===== src/hdl/obl_ram.sv =====
// ----------------------------------------------------------------------------
// obl_ram
// Simple dual port memory, one write and one registered read per cycle.
// ----------------------------------------------------------------------------
module obl_ram #(
  parameter int WIDTH = 8,
  parameter int DEPTH = 16,
  parameter int AW    = $clog2(DEPTH)
) (
  input  logic             clk,
  input  logic             we,
  input  logic [AW-1:0]    waddr,
  input  logic [WIDTH-1:0] wdata,
  input  logic [AW-1:0]    raddr,
  output logic [WIDTH-1:0] rdata
);

  logic [WIDTH-1:0] mem [DEPTH];

  // write port
  always_ff @(posedge clk) begin
    if (we) begin
      mem[waddr] <= wdata;
    end
  end

  // registered read port
  always_ff @(posedge clk) begin
    rdata <= mem[raddr];
  end

endmodule


===== config.mk =====
export PLATFORM = sky130hd
export DESIGN_NAME = obl_ram
export DESIGN_NICKNAME = d
export VERILOG_FILES = /design/src/hdl/obl_ram.sv
export SDC_FILE = /design/constraint.sdc
export NUM_CORES = 1
export LEC_CHECK = 0
export BUFFER_PORTS_ARGS = -buffer_cell sky130_fd_sc_hd__buf_2
export CAP_MARGIN = 20
export CORE_ASPECT_RATIO = 0.75
export CORE_MARGIN = 2
export CORE_UTILIZATION = 50
export CTS_BUF_LIST = sky130_fd_sc_hd__clkbuf_2 sky130_fd_sc_hd__clkbuf_4 sky130_fd_sc_hd__clkbuf_8
export CTS_CLUSTER_SIZE = 24
export DETAILED_ROUTE_END_ITERATION = 16
export GPL_TIMING_DRIVEN = 1
export HOLD_SLACK_MARGIN = 0.05
export PLACE_DENSITY_LB_ADDON = 0.05
export SLEW_MARGIN = 20
export SYNTH_ARGS = -nofsm -noshare
export SYNTH_HDL_FRONTEND = slang
export SYNTH_SLANG_ARGS = --single-unit

===== constraint.sdc =====
create_clock -name clk -period 1.9 [get_ports clk]
set_clock_uncertainty 0.2 [all_clocks]
set_input_delay 0.095 -clock clk [delete_from_list [all_inputs] [get_ports clk]]
set_output_delay 0.095 -clock clk [all_outputs]
set_load 0.02 [all_outputs]

==> impl_metrics.env <==
export IMPL_cts_tree="done"
export IMPL_post_route_cells_drive_above_1_share=0.3206
export IMPL_starting_density_of_the_core=0.5062
export IMPL_final_hold_viol_count=0
export IMPL_totalWireLength_um=9746
export IMPL_max_slew_margin=0.7398
export IMPL_worst_slew_pin_transition_ns=0.3902
export IMPL_final_instance_count_excl_fill=451
export IMPL_synth_most_common_cell="edfxtp_1"
export IMPL_ios=26
export IMPL_io_buffers=25
export IMPL_clock_power_share=0.390
export IMPL_ir_drop_v=0.0005248
export IMPL_post_synth_instance_area_um2=5147
export IMPL_fin_worst_hold_slack_ns=0.07777
export IMPL_ys_types=19
export IMPL_drc=0
export IMPL_num_nets_final=320
export IMPL_number_of_slew_limit_violations_in_the_final_report=0
export IMPL_final_core_util=0.6001
export IMPL_grt_pass1_wl_um=14940
export IMPL_post_place_cells=406
export IMPL_dr_first_iter_drc_count=220
export IMPL_routed_via_count=2447
export IMPL_track_usage=0.1942
export IMPL_cp_end_kind="flip-flop"
export IMPL_numCtsBuffers=17
export IMPL_pwr_density_cell_nw_per_um2=1001
export IMPL_met3_demand_to_capacity_share_in_global_routing=0.05100
export IMPL_root_buffer="clkbuf_8"
export IMPL_routed_via_density=5.426
export IMPL_grt_util_met2=0.2790
export IMPL_pin_count_of_the_biggest_net_entering_global_routing=17
export IMPL_ys_top_cells_by_count="128 x edfxtp_1, 18 x mux4_2, 16 x a22oi_1, 14 x mux4_1, 13 x nor2_1"
export IMPL_slowest_stage="dlygate4sd3_1"
export IMPL_crit_arrival_ns=1.74
export IMPL_max_stage_delay_ns=0.56
export IMPL_required_time_worst_endpoint_ns=1.82
export IMPL_grt_overflow_total=0
export IMPL_cts_sinks=136
export IMPL_cp_max_fo=8
export IMPL_period_utilization_post_route=0.9595
export IMPL_synth_warning_count=0
export IMPL_cts_max_level=4
export IMPL_final_antenna_net_count=0
export IMPL_antenna_found_initial=0
export IMPL_hpwl_um=6406
export IMPL_share_seq_of_total_power=0.552
export IMPL_finalWorstPathRequiredPeriod_ns=1.823
export IMPL_num_antenna_cells=0
export IMPL_setup_repair_after_global_routing_missed_its_margin="false"
export IMPL_min_delay_path_class="input port to flip-flop"
export IMPL_setup_viol=0
export IMPL_max_cap_violations=0
export IMPL_fin_setup_tns_ns=0
export IMPL_synth_cells=229
export IMPL_synth_area_leaders="edfxtp_1 75%, mux4_2 7.9%, mux4_1 7.1%"
export IMPL_post_cts_buffers=0
export IMPL_power_leakage_nw=2.100
export IMPL_holdBufCountCts=13
export IMPL_swShare=0.1976
export IMPL_busiest_layer="met1"
export IMPL_critical_path_cell_chain="dlygate4sd3_1 > buf_2 > nor3_1 > dlygate4sd3_1 > buf_4"
export IMPL_intPower_w=0.004904
export IMPL_max_clock_freq_mhz=548.5
export IMPL_outcome="complete, no violations"
export IMPL_edff_count_synth=128
export IMPL_first_global_vias=2510
export IMPL_pwr_share_comb=0.058
export IMPL_die_y_um=91.87
export IMPL_chipWidth_um=121.2
export IMPL_synth_main_ff_cell="edfxtp_1"
export IMPL_sequential_to_total_area_share_from_yosys_stat=0.7778
export IMPL_cts_resized=0
export IMPL_detail_route_first_pass_iterations=4
export IMPL_postSynthNetCount=247
export IMPL_synth_area_leader_cell="edfxtp_1"
export IMPL_startpoint_class="input port"
export IMPL_most_repeated_library_cell_on_the_critical_path="dlygate4sd3_1"
export IMPL_placementRows=32
export IMPL_clk_path_buf_depth=2
export IMPL_power_switching_w=0.001208
export IMPL_crit_type="input port to flip-flop"
export IMPL_synth_ff_latch_count=136
export IMPL_gp_congestion=0.7158
export IMPL_syn_area_per_cell_um2=22.48
export IMPL_syn_to_final_growth_pct=18.57
export IMPL_clkSlewWorstSetupHoldPaths_ns=0.07
export IMPL_synth_top_cell_area_share=0.7467
export IMPL_route_detailed_wl_per_inst_um=21.61
export IMPL_floorplan_die_area_um2=11130
export IMPL_globalRouteMet1Util=0.2933
export IMPL_clock_insertion_delay_worst_skew_ns=0.42
export IMPL_post_synth_arst_share=0
export IMPL_core_area_um2=10170
==> kinds of logic after synthesis <==
group                  Yosys count  share of synthesized area
multiplexers                    32                     0.1502
AO/OA/AOI/OAI                   16                    0.02334
flip-flops                     136                     0.7778
AND/OR/NAND/NOR                 35                    0.03184
buffers and inverters           10                    0.01677
==> per-stage QoR <==
| stage | total power, W | instance area, um2 | setup WS (ns) |
|---|---|---|---|
| after floorplan | 0.003626 | 5147 | 0.1121 |
| after global placement | 0.003775 | 5564 | 0.1898 |
| after detailed placement | 0.003779 | 5564 | 0.1853 |
| after CTS | 0.006176 | 6103 | 0.1174 |
| after global routing | 0.006347 | 6103 | 0.08893 |
| final | 0.006112 | 6103 | 0.07691 |
==> flip-flops by register name (all words and copies together) (netlist names) <==
| signal | count |
|---|---|
| mem | 128 |
| rdata | 8 |
==> final cells by class <==
| class | count | area [um2] |
|---|---|---|
| repair buffers | 64 | 462.9 |
| clock buffers | 23 | 285.3 |
| clock inverters | 9 | 123.9 |
| well taps | 136 | 170.2 |
| multi-input cells | 83 | 1057 |
| flip-flops and latches | 136 | 4004 |
| fillers | 766 | 4066 |
==> worst max-delay path: cells and delay by family <==
kind | cells | cell delay [ns]
and+or+nand+nor | 1 | 0.17
buffers and inverters | 4 | 1.48
==> final timing paths <==
check | from | to | slack [ns] | depth (start not counted)
worst max-delay path | waddr[0] | mem[8][4]$_DFFE_PP_ | 0.08 | 5
worst min-delay path | waddr[1] | mem[4][4]$_DFFE_PP_ | 0.08 | 3
worst min register to register | mem[12][2]$_DFFE_PP_ | rdata[2]$_DFF_P_ | 0.47 | 3
worst max register to register | mem[10][4]$_DFFE_PP_ | rdata[4]$_DFF_P_ | 0.35 | 3
==> power by group through the flow <==
stage               logic, W  clock network (W)  registers [W]
floorplan           0.000170                  0        0.00346
global placement    0.000339                  0        0.00344
detailed placement  0.000342                  0        0.00344
CTS                 0.000361            0.00244        0.00337
global route        0.000390            0.00258        0.00338
finish              0.000355            0.00238        0.00337
==> layer usage <==
layer | share of wire | vias to the layer above
li1 | - | 1119
met1 | 0.50 | 1287
met2 | 0.46 | 36
met3 | 0.026 | 5
met4 | 0.0086 | 0
met5 | 0 | -
==> cells in the final DEF, fill, tap and decap left out, drive strengths merged, types with 3 or more instances in the layout <==
master,n
a22oi,16
clkinv,4
nor2,13
buf,51
dlygate4sd3,13
dfxtp,8
edfxtp,128
nor3,4
mux4,32
bufinv,3
nand2,9
clkbuf,23
Note: power is estimated with default switching activity, not from simulation.
